$ cat src/sv/rfa_pkg.sv
// Shared types and constants of the ring resource allocator.
`timescale 1ns / 1ps
`default_nettype none

package rfa_pkg;

    // Ring dimensions and field widths.
    localparam int MAX_CLIENTS = 16;
    localparam int ID_W        = 4;
    localparam int RING_W      = 5;
    localparam int THR_W       = 4;
    localparam int CNT_W       = 4;
    localparam int CFG_IDX_W   = 2;
    localparam int CFG_DATA_W  = 5;
    localparam int S_TDATA_W   = 8;
    localparam int M_TDATA_W   = 8;

    // Reset values of the configuration registers.
    localparam logic [RING_W-1:0] RING_RESET = RING_W'(5);
    localparam logic [THR_W-1:0]  THR_RESET  = THR_W'(2);

    // Saturation value of a denial counter.
    localparam logic [CNT_W-1:0] CNT_MAX = '1;

    // Configuration register indexes.
    localparam logic [CFG_IDX_W-1:0] CFG_RING_SIZE  = CFG_IDX_W'(0);
    localparam logic [CFG_IDX_W-1:0] CFG_STARVE_THR = CFG_IDX_W'(1);

    // Request operations.
    localparam logic OP_ACQUIRE = 1'b0;
    localparam logic OP_RELEASE = 1'b1;

    // Result status codes.
    typedef enum logic [1:0] {
        ST_GRANTED  = 2'd0,
        ST_DENIED   = 2'd1,
        ST_RELEASED = 2'd2,
        ST_BAD_ID   = 2'd3
    } status_t;

    // Sequencer states.
    typedef enum logic {
        FSM_IDLE = 1'b0,
        FSM_EXEC = 1'b1
    } fsm_t;

    // One result item.
    typedef struct packed {
        logic [ID_W-1:0] prio_client;
        logic            prio_active;
        logic            raised;
        status_t         status;
    } result_t;

endpackage

`default_nettype wire

$ cat src/sv/ring_fork_allocator_antistarvation_core.sv
// Top level of the ring resource allocator with starvation priority.
//
//  Channel   Direction  Ports                               Contents
//  s_        in         s_tvalid s_tready s_tdata s_tuser   one acquire or release request
//  m_        out        m_tvalid m_tready m_tdata           one result per request
//  cfg_      in         cfg_valid cfg_ready cfg_index ...   ring size, starvation threshold
//
//  Each request is accepted in the idle state, which reads the client's denial counter from the
//  counter memory, then decided in the exec state, which writes the counter back and loads the result.
//  The read-modify-write on the counter memory allows only one request in work at once.
//  Reset is synchronous and active low; it frees every resource and clears every counter at once
//  through per-entry valid bits, so no clearing pass follows it.
//  A result that is not taken holds the block in its decide cycle; input is stalled meanwhile.
`timescale 1ns / 1ps
`default_nettype none

module ring_fork_allocator_antistarvation_core (
    input  wire logic                             aclk,
    input  wire logic                             aresetn,
    // Request channel.
    input  wire logic                             s_tvalid,
    output logic                                  s_tready,
    input  wire logic [rfa_pkg::S_TDATA_W-1:0]    s_tdata,   // [3:0] client_id, [7:4] zero
    input  wire logic [0:0]                       s_tuser,   // [0] op
    // Result channel.
    output logic                                  m_tvalid,
    input  wire logic                             m_tready,
    output logic      [rfa_pkg::M_TDATA_W-1:0]    m_tdata,   // [1:0] status, [2] starvation_raised,
                                                             // [3] priority_active,
                                                             // [7:4] priority_client
    // Configuration write channel.
    input  wire logic                             cfg_valid,
    output logic                                  cfg_ready,
    input  wire logic [rfa_pkg::CFG_IDX_W-1:0]    cfg_index,
    input  wire logic [rfa_pkg::CFG_DATA_W-1:0]   cfg_data
);

    import rfa_pkg::*;

    localparam int ADDR_W = $clog2(MAX_CLIENTS);

    fsm_t                   state_reg, state_next;
    logic [RING_W-1:0]      ring_reg, ring_next;
    logic [THR_W-1:0]       thr_reg, thr_next;
    logic [MAX_CLIENTS-1:0] busy_reg, busy_next;
    logic [MAX_CLIENTS-1:0] cnt_vld_reg, cnt_vld_next;
    logic                   prio_vld_reg, prio_vld_next;
    logic [ID_W-1:0]        prio_idx_reg, prio_idx_next;
    logic                   m_valid_reg, m_valid_next;
    result_t                m_data_reg, m_data_next;
    logic                   op_reg, op_next;
    logic [ID_W-1:0]        id_reg, id_next;

    logic                   s_fire;
    logic                   cfg_fire;
    logic                   exec_fire;
    logic [ID_W-1:0]        s_id;

    logic                   ram_we;
    logic [CNT_W-1:0]       ram_wdata;
    logic [ADDR_W-1:0]      ram_raddr;
    logic [CNT_W-1:0]       ram_rdata;

    logic [RING_W-1:0]      n_eff;
    logic [RING_W-1:0]      n_minus1;
    logic [RING_W-1:0]      id_plus1;
    logic                   bad_id;
    logic [ID_W-1:0]        right_id;
    logic [ID_W-1:0]        left_id;
    logic                   blocked;
    logic [CNT_W-1:0]       cnt_cur;
    logic [CNT_W-1:0]       cnt_inc;
    logic                   raise;

    // Handshakes.
    assign s_id      = s_tdata[ID_W-1:0];
    assign s_tready  = (state_reg == FSM_IDLE);
    assign s_fire    = s_tvalid && s_tready;
    assign cfg_ready = 1'b1;
    assign cfg_fire  = cfg_valid && cfg_ready;
    assign exec_fire = (state_reg == FSM_EXEC) && (!m_valid_reg || m_tready);

    assign m_tvalid = m_valid_reg;
    assign m_tdata  = {m_data_reg.prio_client, m_data_reg.prio_active,
                       m_data_reg.raised, m_data_reg.status};

    // Denial counter memory; the read address follows the incoming request while idle.
    assign ram_raddr = (state_reg == FSM_IDLE) ? s_id : id_reg;

    rfa_ram #(
        .WIDTH (CNT_W),
        .DEPTH (MAX_CLIENTS)
    ) u_cnt_ram (
        .aclk  (aclk),
        .we    (ram_we),
        .waddr (id_reg),
        .wdata (ram_wdata),
        .raddr (ram_raddr),
        .rdata (ram_rdata)
    );

    // Ring geometry: clamp the ring size and find both neighbors.
    always_comb begin
        if (ring_reg == '0) begin
            n_eff = RING_W'(1);
        end else if (ring_reg > RING_W'(MAX_CLIENTS)) begin
            n_eff = RING_W'(MAX_CLIENTS);
        end else begin
            n_eff = ring_reg;
        end
        n_minus1 = n_eff - RING_W'(1);
        id_plus1 = {1'b0, id_reg} + RING_W'(1);
        bad_id   = ({1'b0, id_reg} >= n_eff);
        right_id = (id_plus1 == n_eff) ? '0 : id_plus1[ID_W-1:0];
        left_id  = (id_reg == '0) ? n_minus1[ID_W-1:0] : id_reg - ID_W'(1);
    end

    // Grant test and saturating denial count; entries not written since reset read as zero.
    always_comb begin
        blocked = busy_reg[id_reg] || busy_reg[right_id]
               || (prio_vld_reg && (left_id != id_reg) && (left_id == prio_idx_reg))
               || (prio_vld_reg && (right_id != id_reg) && (right_id == prio_idx_reg));
        cnt_cur = cnt_vld_reg[id_reg] ? ram_rdata : '0;
        cnt_inc = (cnt_cur == CNT_MAX) ? cnt_cur : cnt_cur + CNT_W'(1);
        raise   = (cnt_inc >= thr_reg);
    end

    // Sequencer: next state, state updates and the result.
    always_comb begin
        state_next    = state_reg;
        ring_next     = ring_reg;
        thr_next      = thr_reg;
        busy_next     = busy_reg;
        cnt_vld_next  = cnt_vld_reg;
        prio_vld_next = prio_vld_reg;
        prio_idx_next = prio_idx_reg;
        m_valid_next  = m_valid_reg;
        m_data_next   = m_data_reg;
        op_next       = op_reg;
        id_next       = id_reg;
        ram_we        = 1'b0;
        ram_wdata     = cnt_inc;

        if (m_valid_reg && m_tready) begin
            m_valid_next = 1'b0;
        end

        if (cfg_fire) begin
            case (cfg_index)
                CFG_RING_SIZE:  ring_next = cfg_data[RING_W-1:0];
                CFG_STARVE_THR: thr_next  = cfg_data[THR_W-1:0];
                default: ;
            endcase
        end

        case (state_reg)
            FSM_IDLE: begin
                if (s_fire) begin
                    op_next    = s_tuser[0];
                    id_next    = s_id;
                    state_next = FSM_EXEC;
                end
            end
            FSM_EXEC: begin
                if (exec_fire) begin
                    m_data_next.raised = 1'b0;
                    if (bad_id) begin
                        m_data_next.status = ST_BAD_ID;
                    end else if (op_reg == OP_RELEASE) begin
                        m_data_next.status = ST_RELEASED;
                        busy_next[id_reg]   = 1'b0;
                        busy_next[right_id] = 1'b0;
                    end else if (blocked) begin
                        m_data_next.status = ST_DENIED;
                        // Denials are counted only while nobody holds priority.
                        if (!prio_vld_reg) begin
                            ram_we               = 1'b1;
                            cnt_vld_next[id_reg] = 1'b1;
                            if (raise) begin
                                prio_vld_next      = 1'b1;
                                prio_idx_next      = id_reg;
                                m_data_next.raised = 1'b1;
                            end
                        end
                    end else begin
                        m_data_next.status   = ST_GRANTED;
                        cnt_vld_next[id_reg] = 1'b0;
                        busy_next[id_reg]    = 1'b1;
                        busy_next[right_id]  = 1'b1;
                        if (prio_vld_reg && (prio_idx_reg == id_reg)) begin
                            prio_vld_next = 1'b0;
                            prio_idx_next = '0;
                        end
                    end
                    m_data_next.prio_active = prio_vld_next;
                    m_data_next.prio_client = prio_idx_next;
                    m_valid_next            = 1'b1;
                    state_next              = FSM_IDLE;
                end
            end
            default: state_next = FSM_IDLE;
        endcase
    end

    // Control state.
    always_ff @(posedge aclk) begin
        if (!aresetn) begin
            state_reg    <= FSM_IDLE;
            ring_reg     <= RING_RESET;
            thr_reg      <= THR_RESET;
            busy_reg     <= '0;
            cnt_vld_reg  <= '0;
            prio_vld_reg <= 1'b0;
            prio_idx_reg <= '0;
            m_valid_reg  <= 1'b0;
        end else begin
            state_reg    <= state_next;
            ring_reg     <= ring_next;
            thr_reg      <= thr_next;
            busy_reg     <= busy_next;
            cnt_vld_reg  <= cnt_vld_next;
            prio_vld_reg <= prio_vld_next;
            prio_idx_reg <= prio_idx_next;
            m_valid_reg  <= m_valid_next;
        end
    end

    // Payload registers.
    always_ff @(posedge aclk) begin
        m_data_reg <= m_data_next;
        op_reg     <= op_next;
        id_reg     <= id_next;
    end

endmodule

`default_nettype wire

$ cat src/sv/rfa_ram.sv
// Generic single-port-write, single-port-read RAM with registered read data.
`timescale 1ns / 1ps
`default_nettype none

module rfa_ram #(
    parameter int WIDTH = 8,
    parameter int DEPTH = 16
) (
    input  wire logic                     aclk,
    input  wire logic                     we,
    input  wire logic [$clog2(DEPTH)-1:0] waddr,
    input  wire logic [WIDTH-1:0]         wdata,
    input  wire logic [$clog2(DEPTH)-1:0] raddr,
    output logic      [WIDTH-1:0]         rdata
);

    logic [WIDTH-1:0] mem [DEPTH];

    // Write port and registered read port.
    always_ff @(posedge aclk) begin
        if (we) begin
            mem[waddr] <= wdata;
        end
        rdata <= mem[raddr];
    end

endmodule

`default_nettype wire

$ cat config.mk
export PLATFORM = sky130hd
export DESIGN_NAME = ring_fork_allocator_antistarvation_core
export DESIGN_NICKNAME = d
export VERILOG_FILES = /design/src/sv/rfa_pkg.sv /design/src/sv/ring_fork_allocator_antistarvation_core.sv /design/src/sv/rfa_ram.sv
export SDC_FILE = /design/constraint.sdc
export NUM_CORES = 1
export LEC_CHECK = 0
export BUFFER_PORTS_ARGS = -buffer_cell sky130_fd_sc_hd__buf_2
export CAP_MARGIN = 20
export CORE_AREA = 2 2 134 136
export DETAILED_ROUTE_END_ITERATION = 6
export DIE_AREA = 0 0 136 138
export GPL_TIMING_DRIVEN = 0
export REMOVE_ABC_BUFFERS = 1
export SLEW_MARGIN = 15
export SYNTH_ARGS = -nofsm -noshare
export SYNTH_HDL_FRONTEND = slang
export SYNTH_SLANG_ARGS = --single-unit
$ cat constraint.sdc
create_clock -name aclk -period 11.44 [get_ports aclk]
set_clock_uncertainty 0.1 [all_clocks]
set_input_delay 0.572 -clock aclk [delete_from_list [all_inputs] [get_ports aclk]]
set_output_delay 0.572 -clock aclk [all_outputs]
set_load 0.01 [all_outputs]
# Word-level counts from Yosys, hierarchy flattened
# Memories as Yosys holds them, arrays and structs flattened. A register that Yosys moved wholly into a read port is not among the register bits.
# Cells that the tools add are included.
# word_totals
ramBits	64
n_memories	1
ff_bits	61
output_inout_bits	11
# memory_table
memory	depth	word_bits	rd	rd_clocked_by_memory_dff	write_ports	line	source
u_cnt_ram.mem	16	4	1	1	1	rfa_ram.sv:17	logic [WIDTH-1:0] mem [DEPTH];
# classes
bitwise	12
n_lt_le_gt_ge	7
mux	49
n_reduce_logical	26
addsub	4
n_eq_ne	10
# op_table
operator	count
16-bit two-way mux	4
16-bit AND	3
16-bit OR	3
4-bit two-way mux	11
16-bit NOT	2
1-bit two-way mux	26
1-bit binary-select mux with 4-bit select	3
4-bit equality test	3
1-bit logical AND	10
4-bit by 5-bit less-than comparator with 1-bit output, second input constant	2
5-bit two-way mux	2
1-bit demux with 4-bit select	2
4-bit by 1-bit >= comparator with 1-bit output, second input constant	2
4-bit inequality test	2
2-bit AND reduction	4
4-bit by 1-bit subtractor with 4-bit output, second input constant	2
4-bit by 1-bit adder with 5-bit output, second input constant	1
5-bit equality test	1
4-bit by 5-bit >= comparator with 1-bit output	1
5-bit greater-than comparator, second input constant	1
5-bit zero test	1
5-bit AND reduction	1
4-bit by 1-bit adder with 4-bit output, second input constant	1
4-bit equality test, second input constant	1
other kinds (12)	19

# Longest topological paths before layout
# Gate-level depths: netlist (run 1).
# depth
depth_word	17
mapped_depth	20
depth_no_buf	16

# Cells and area by module
# Synthesis (run 1) repeated with hierarchy kept, for this count alone.
# unflattened
hier_cells	574
hier_area_um2	6723.9
# by_module_without_submodules
module	n_inst	area_per_inst_um2	cells_each
ring_fork_allocator_antistarvation_core	1	4057.6	444
rfa_ram	1	2666.3	130

# Least setup slack after synthesis (run 1)
# Ideal clock, no wire load.
# synth_timing
path_type	reg2reg
start	register id_reg[0]
end	register m_data_reg, in the netlist m_tdata[4], data pin
stages_incl_launch_ff	19
arrival_time_ns	4.862
required_time_ns	11.084
setup_slack_ns	6.222
setup_time_ns	0.256
cell_sequence	edfxtp_1 > buf_4 > clkbuf_1 > buf_1 > mux4_2 > mux4_2 > and2_1 > ha_1 > nand2_1 > nor2_1 > a21oi_1 > ha_1 > a21o_1 > a21oi_1 > or2_2 > buf_1 > nor2_1 > a22o_1 > a22o_1
# synth_between
elab_chain_len	11
elab_cells_between_ends	37
classes_between	add/sub: 3; order compare: 2; eq/ne: 7; mux: 16; reduce/logical: 9
# synth_rtl
element	line	source
start: declaration	ring_fork_allocator_antistarvation_core.sv:52	logic [ID_W-1:0] id_reg, id_next;
start signal: assignment	ring_fork_allocator_antistarvation_core.sv:232	id_reg <= id_next;
1-bit binary-select mux with 4-bit select *	ring_fork_allocator_antistarvation_core.sv:123	cnt_cur = cnt_vld_reg[id_reg] ? ram_rdata : '0;
1-bit two-way mux (implied by the code) *	ring_fork_allocator_antistarvation_core.sv:123	
4-bit two-way mux *	ring_fork_allocator_antistarvation_core.sv:123	
4-bit by 1-bit adder with 4-bit output / 4-bit equality test (equally long branches)	ring_fork_allocator_antistarvation_core.sv:124	cnt_inc = (cnt_cur == CNT_MAX) ? cnt_cur : cnt_cur + CNT_W'(1);
4-bit two-way mux *	ring_fork_allocator_antistarvation_core.sv:124	
via cnt_inc[2]	ring_fork_allocator_antistarvation_core.sv:72	logic [CNT_W-1:0] cnt_inc;
4-bit >= comparator *	ring_fork_allocator_antistarvation_core.sv:125	raise = (cnt_inc >= thr_reg);
4-bit two-way mux *	ring_fork_allocator_antistarvation_core.sv:179	if (raise) begin
4-bit two-way mux *	ring_fork_allocator_antistarvation_core.sv:176	if (!prio_vld_reg) begin
4-bit two-way mux *	ring_fork_allocator_antistarvation_core.sv:173	end else if (blocked) begin
4-bit two-way mux *	ring_fork_allocator_antistarvation_core.sv:169	end else if (op_reg == OP_RELEASE) begin
4-bit two-way mux *	ring_fork_allocator_antistarvation_core.sv:167	if (bad_id) begin
end signal: assignment	ring_fork_allocator_antistarvation_core.sv:230	m_data_reg <= m_data_next;
end: declaration	ring_fork_allocator_antistarvation_core.sv:50	result_t m_data_reg, m_data_next;
# The timed path passes the listed nets; every way through them passes the cells marked *. The select of a mux whose other input is x is not followed.
# A chain may end at the register's enable or synchronous reset.

# Worst setup path after layout (run 1)
# layout_timing
start	register id_reg[1]
end	register m_data_reg, in the netlist m_tdata[4], data pin
# The elaborated chain is that of the path after synthesis.

==> results of run 1 <==
## per-layer routing
| metal | track usage | up-vias | part of all wire |
|---|---|---|---|
| met5 | 0 | - | 0 |
| met4 | 0.0526 | 0 | 0.012 |
| met3 | 0.0425 | 16 | 0.039 |
| met2 | 0.281 | 104 | 0.49 |
| met1 | 0.242 | 2402 | 0.46 |
| li1 | - | 2259 | - |
## cells by family (layout without fill, tap and decap cells)
kind of cell             count (synthesis)  count (layout)
AO/OA/AOI/OAI                          135             135
XOR/XNOR                                23              23
adder cells (fa/ha/maj)                 14              14
buffers and inverters                   55              81
flip-flops                             129             129
multiplexers                            50              50
other                                    1               1
AND/OR/NAND/NOR                        189             189
## layout make-up
class / count / area (µm²)
flip-flops and latches: 129 / 3350
well taps: 229 / 287
clock buffers: 19 / 433
inverters: 19 / 71.3
repair buffers: 30 / 195
fillers: 1644 / 9820
clock inverters: 13 / 139
multi-input cells: 412 / 3230
## critical path, delay by kind of cell, from the launching register on
kind | cells | cell delay (ns)
and+or+nand+nor | 5 | 0.75
adders and majority gates | 2 | 0.60
AOI/OAI and AO/OA | 5 | 1.55
DFF | 1 | 1.10
muxes | 2 | 1.02
## report_power, final
group	switching, mW	internal, mW
clock network	0.198	0.320
registers	0.0117	0.496
logic	0.0680	0.0465
total	0.278	0.862
## layout by cell type (no fill, tap or decap), types with 5 or more instances in the layout
cell type	netlist	routed
xnor2_1	20	20
nand3_1	11	11
nand4_1	5	5
nor2_1	62	62
mux2i_1	18	15
dfxtp_1	52	52
o21ai_0	20	20
nor3b_1	5	5
nor2b_1	16	16
ha_1	14	14
nor3_1	6	6
a21boi_0	7	7
nand2b_1	7	7
a21o_1	9	9
edfxtp_1	77	77
a211oi_1	9	9
clkbuf_16	0	17
buf_2	3	26
mux2_2	5	5
and3_1	7	7
inv_1	18	18
a21oi_1	23	22
a22o_1	9	9
o221a_2	16	16
o21a_1	5	5
and2_1	8	8
a21oi_2	10	11
nand2_1	51	51
mux4_2	27	27
## cells in the mapped netlist, types with 6 or more instances
master / n / area share
a22o_1: 9 / 0.012
ha_1: 14 / 0.026
a211oi_1: 9 / 0.0099
clkbuf_1: 23 / 0.013
and3_1: 7 / 0.0064
nor2b_1: 16 / 0.015
a21oi_2: 10 / 0.013
mux4_2: 27 / 0.089
a21boi_0: 7 / 0.0077
a21o_1: 9 / 0.0099
o21ai_0: 20 / 0.015
o221a_2: 16 / 0.027
nor2_1: 62 / 0.034
edfxtp_1: 77 / 0.34
xnor2_1: 20 / 0.026
inv_1: 18 / 0.0099
a21oi_1: 23 / 0.017
and2_1: 8 / 0.0074
mux2i_1: 18 / 0.027
nor3_1: 6 / 0.0044
nand2b_1: 7 / 0.0064
nand2_1: 51 / 0.028
dfxtp_1: 52 / 0.15
nand3_1: 11 / 0.0081
## how the worst max path moves through the flow
stage,to,startpoint,slack [ns],cells past startpoint
finish,m_tdata[4],id_reg[1],6.08,14
floorplan,m_tdata[4],id_reg[0],6.64,14
detailed placement,m_tdata[4],id_reg[1],5.70,14
global route,u_cnt_ram.mem[10][0],id_reg[1],5.79,9
CTS,m_tdata[4],id_reg[1],5.70,14
global placement,m_tdata[4],id_reg[0],5.45,14
## through the flow
step / util / instance area (µm²)
finish: 0.440 / 7710
global route: 0.440 / 7710
CTS: 0.440 / 7710
detailed placement: 0.407 / 7140
global placement: 0.402 / 7040
floorplan: - / 6630
==> run_results.csv, run 1 <==
group,metric,value,unit
timing,rsz0062_at_grt,"false",
synth,synth_mux_area_frac,0.124,
timing,max_slew.worst_pin.slew,1.13,ns
setup_path,r2r-end,"m_tdata[4]",
floorplanning,start_util,0.388,
placement,dp.cells,819,
cts,path_clk_slew,0.06,ns
placement,place_congestion,0.878,
floorplanning,io_pins,32,
global_routing,grt_use_total,0.178,
placement,place_ws,5.70,ns
setup_path,critPathLaunchType,"register",
synth,synth_area,0.00680,mm²
synth,yosys.area_share.simple,0.137,
synth,synth_top_family_by_area,"compound AO/OA/AOI/OAI gates",
detailed_routing,drtIter0Drc,295,
floorplanning,die_x,136,µm
global_routing,grt_pass1_wl,25700,µm
floorplanning,coreArea,0.0175,mm²
synth,ys_types,61,
timing,setup_viol,0,
setup_path,cp-end-kind,"register",
synth,avgSynthCellArea,11.4,µm²
pwr,finalPower,1.14,mW
setup_path,arrival,5.43,ns
cts,post_cts_resized,0,
global_routing,antenna_found_initial,0,
layout,finalNonFillerCells,851,
synth,synth_compound_area_frac,0.152,
global_routing,grt_overflow,0,
cts,ctsLongestPathBuffers,2,
timing,hold_violations,0,
floorplanning,dieArea,0.0188,mm²
setup_path,slowest_stage,"edfxtp_1",
timing,whs,0.226,ns
pwr,leakage,2.68,nW
detailed_routing,wirelength,16000,µm
cts,hold_buffers,0,
timing,report.final.slew_viol_count,0,
detailed_routing,drt.antenna.violating_nets,0,
synth,netlist_instances,596,
timing,max_freq,187,MHz
setup_path,worstSetupPathType,"register to register",
synth,async_flop_share,0,
global_routing,grt_max_degree,51,
layout,drive_above_1_share,0.211,
layout,diodes,0,
setup_path,cp.required,11.51,ns
synth,synthXorXnorAreaFrac,0.0317,
run_status,outcome,"finished clean",
timing,setup_tns,0,ns
setup_path,r2r_start,"id_reg[1]",
setup_path,r2r_setup_slack,6.08,ns
cts,cts-root-buf,"clkbuf_16",
detailed_routing,wire_per_inst,18.8,µm
synth,yosysSeqAreaShare,0.493,
synth,synth_warnings,0,
setup_path,rr_worst_depth,14,
layout,syn2layout_area_growth,13.5,%
setup_path,slowest_delay,1.10,ns
cts,cts_sinks,129,
pwr,ir_worst_vdd,116,µV
cts,cts_setup_buffers,0,
cts,cts_tree,"built",
synth,synth_edf_count,77,
timing,relSlewSlack,0.243,
floorplanning,die_y,138,µm
worst_hold_path,worstHoldPathType,"input port to register",
worst_hold_path,worst_hold_path.num_cells,1,
synth,yosys.area_share.adder,0.0258,
placement,io_buffers,26,
cts,h-tree-depth,4,
detailed_routing,drc,0,
cts,clk_latency,0.42,ns
placement,place_hpwl,11400,µm
floorplanning,rows,49,
setup_path,cp_max_fo,21,
global_routing,grt_pass1_vias,4810,
timing,final.period_utilization,0.468,
timing,setup_ws,6.08,ns
layout,fin_nets,644,
cts,cts_made_buffers,17,
detailed_routing,dr.pass1.iters,4,
flow_run,drv_cap,0,
synth,synth_top_flop_cell,"edfxtp_1",
setup_path,path_cells,"mux4_2, mux4_2, and2_1, ha_1, nand2_1, nor2_1, a21oi_2, ha_1, a21o_1, a21oi_1, or2_2, nor2_1, a22o_1, a22o_1",
synth,ys_ff_latch,129,
worst_hold_path,holdPathEnd,"op_reg",
pwr,p_per_area,148,mW/mm²
detailed_routing,viasPerCell,5.62,
detailed_routing,vias,4781,
timing,period_minus_slack,5.36,ns
worst_hold_path,hp-start,"s_tuser",
(Power assumes the default switching activity.)
==> run 2: changes to the inputs <==
- clock period: 11.44 -> 4.7 ns (I/O delays scaled with it)
==> run 2 against run 1 <==
Compared with the run above: routed wire length grew 3.0%; flip-flop and latch count is the same; global-route usage grew 0.53 points; non-clock buffer count grew 30; worst setup slack lost 5.9 ns; via count grew 2.6%; hold slack lost 0.21 ns; power grew 150%; critical path depth grew 1; fmax grew 19%.
==> run_results.csv, run 2 (synthesis results as in run 1) <==
group,metric,value,unit
run_status,outcome,"finished clean",
timing,report.final.slew_viol_count,0,
setup_path,worstSetupPathType,"register to register",
placement,place_hpwl,11400,µm
layout,layout_commonest_cell,"edfxtp_1",
timing,max_slew.worst_pin.slew,1.03,ns
floorplanning,die_x,136,µm
cts,h-tree-depth,4,
layout,diodes,0,
detailed_routing,dr.pass1.iters,4,
layout,seqCellArea,0.00335,mm²
timing,max_freq,222,MHz
detailed_routing,drc,0,
detailed_routing,wirelength,16500,µm
setup_path,cp-end-kind,"register",
setup_path,rr_worst_depth,15,
cts,cts_tree,"built",
global_routing,busiest_layer,"met2",
worst_hold_path,holdPathEnd,"state_reg",
worst_hold_path,worstHoldPathType,"input port to register",
layout,n_fill_cell,1629,
setup_path,cp_num_buf_inv,1,
cts,ctsLongestPathBuffers,2,
flow_run,drv_cap,0,
placement,place_congestion,0.878,
timing,period_minus_slack,4.51,ns
placement,dp.cells,819,
layout,finalNonFillerCells,881,
setup_path,cp_max_fo,17,
detailed_routing,viasPerCell,5.57,
layout,final_cell_mix,"77 x edfxtp_1, 59 x nor2_1, 52 x dfxtp_1",
setup_path,cpLargestDelayFamily,"multiplexers",
detailed_routing,wire_per_inst,18.7,µm
global_routing,grt_use_met2,0.290,
floorplanning,rows,49,
global_routing,grt_use_met3,0.0440,
placement,placed_area,0.00714,mm²
floorplanning,io_pins,32,
floorplanning,die_y,138,µm
setup_path,path_cells,"buf_12, mux4_2, mux4_2, and2_1, ha_1, nand4_1, mux2_4, ha_1, a21o_1, a21o_1, a21oi_4, or2_2, nor2_1, a22o_1, a22o_1",
floorplanning,coreArea,0.0175,mm²
placement,io_buffers,26,
setup_path,arrival,4.59,ns
setup_path,r2r_setup_slack,0.19,ns
timing,setup_viol,0,
timing,hold_violations,0,
pwr,ir_worst_vdd,281,µV
timing,relSlewSlack,0.313,
cts,cts-root-buf,"clkbuf_16",
detailed_routing,drtIter0Drc,252,
cts,path_clk_slew,0.06,ns
setup_path,cp.required,4.77,ns
worst_hold_path,worst_hold_path.num_cells,3,
cts,cts_sinks,129,
setup_path,slowest_stage,"mux4_2",
setup_path,r2r_start,"id_reg[0]",
global_routing,grt_use_total,0.183,
layout,fin_nets,674,
detailed_routing,drt.antenna.violating_nets,0,
global_routing,antenna_found_initial,0,
setup_path,r2r-end,"m_tdata[4]",
detailed_routing,vias,4906,
floorplanning,dieArea,0.0188,mm²
pwr,p_per_area,349,mW/mm²
global_routing,grt_max_degree,51,
setup_path,critPathLaunchType,"register",
floorplanning,start_util,0.388,
layout,fin_area,0.00803,mm²
cts,cts_made_buffers,17,
layout,syn2layout_area_growth,18.1,%
cts,clk_latency,0.42,ns
global_routing,grt_pass1_wl,26500,µm
timing,rsz0062_at_grt,"false",
pwr,leakage,2.83,nW
layout,drive_above_1_share,0.245,
global_routing,grt_pass1_vias,4962,
layout,multi_input_area,0.00328,mm²
setup_path,slowest_delay,0.57,ns
timing,final.period_utilization,0.960,
global_routing,grt_overflow,0,
global_routing,use_met1,0.247,
timing,whs,0.0134,ns
worst_hold_path,hp-start,"s_tvalid",
-- run 2: per-layer routing --
layer / part of all wire / up-vias / wire length [µm]
li1: - / 2318 / -
met1: 0.45 / 2434 / 7350
met2: 0.49 / 126 / 8050
met3: 0.048 / 28 / 792
met4: 0.017 / 0 / 286
met5: 0 / - / 0
-- run 2: worst max path at each step --
stage	startpoint	to	slack (ns)	cells past startpoint
after floorplan	id_reg[0]	m_tdata[4]	-0.1	14
after global placement	id_reg[0]	m_tdata[4]	-1.29	14
after detailed placement	id_reg[1]	m_tdata[4]	-1.04	14
after CTS	id_reg[0]	register	0.06	16
after global routing	id_reg[0]	m_tdata[4]	0.02	17
final	id_reg[0]	m_tdata[4]	0.19	15
-- run 2: tightest hold or removal path, delay by kind of cell --
family | cells | cell delay, ns
buffers and inverters | 1 | 0.08
and+or+nand+nor | 1 | 0.09
AOI/OAI and AO/OA | 1 | 0.08
-- run 2: metrics by stage --
stage | setup WS (ns) | power [mW] | TNS, ns | utilization
detailed placement | -1.04 | 1.53 | -45.24 | 0.407
finish | 0.187 | 2.80 | 0 | 0.458
global placement | -1.29 | 1.51 | -85.52 | 0.402
floorplan | -0.0956 | 1.44 | -0.235 | -
global route | 0.0194 | 2.90 | 0 | 0.458
CTS | 0.0625 | 2.80 | 0 | 0.450
-- run 2: cell type report --
class,instances,share of cell area
inverters,19,0.00889
well taps,229,0.0357
multi-input cells,412,0.409
clock inverters,13,0.0173
flip-flops and latches,129,0.418
clock buffers,19,0.0539
repair buffers,60,0.0572
-- run 2: power breakdown --
part	switching (mW)	internal (mW)	leakage, nW
Combinational	0.180	0.132	1.40
Clock	0.483	0.778	0.267
Sequential	0.0203	1.21	1.17
-- run 2: what timing repair did --
item	in CTS	in global routing
hold buffers	9	0
hold endpoints to repair	9	0
pin swaps	1	2
endpoints found under the setup margin	107	38
resized for setup	8	6
setup buffers	6	15
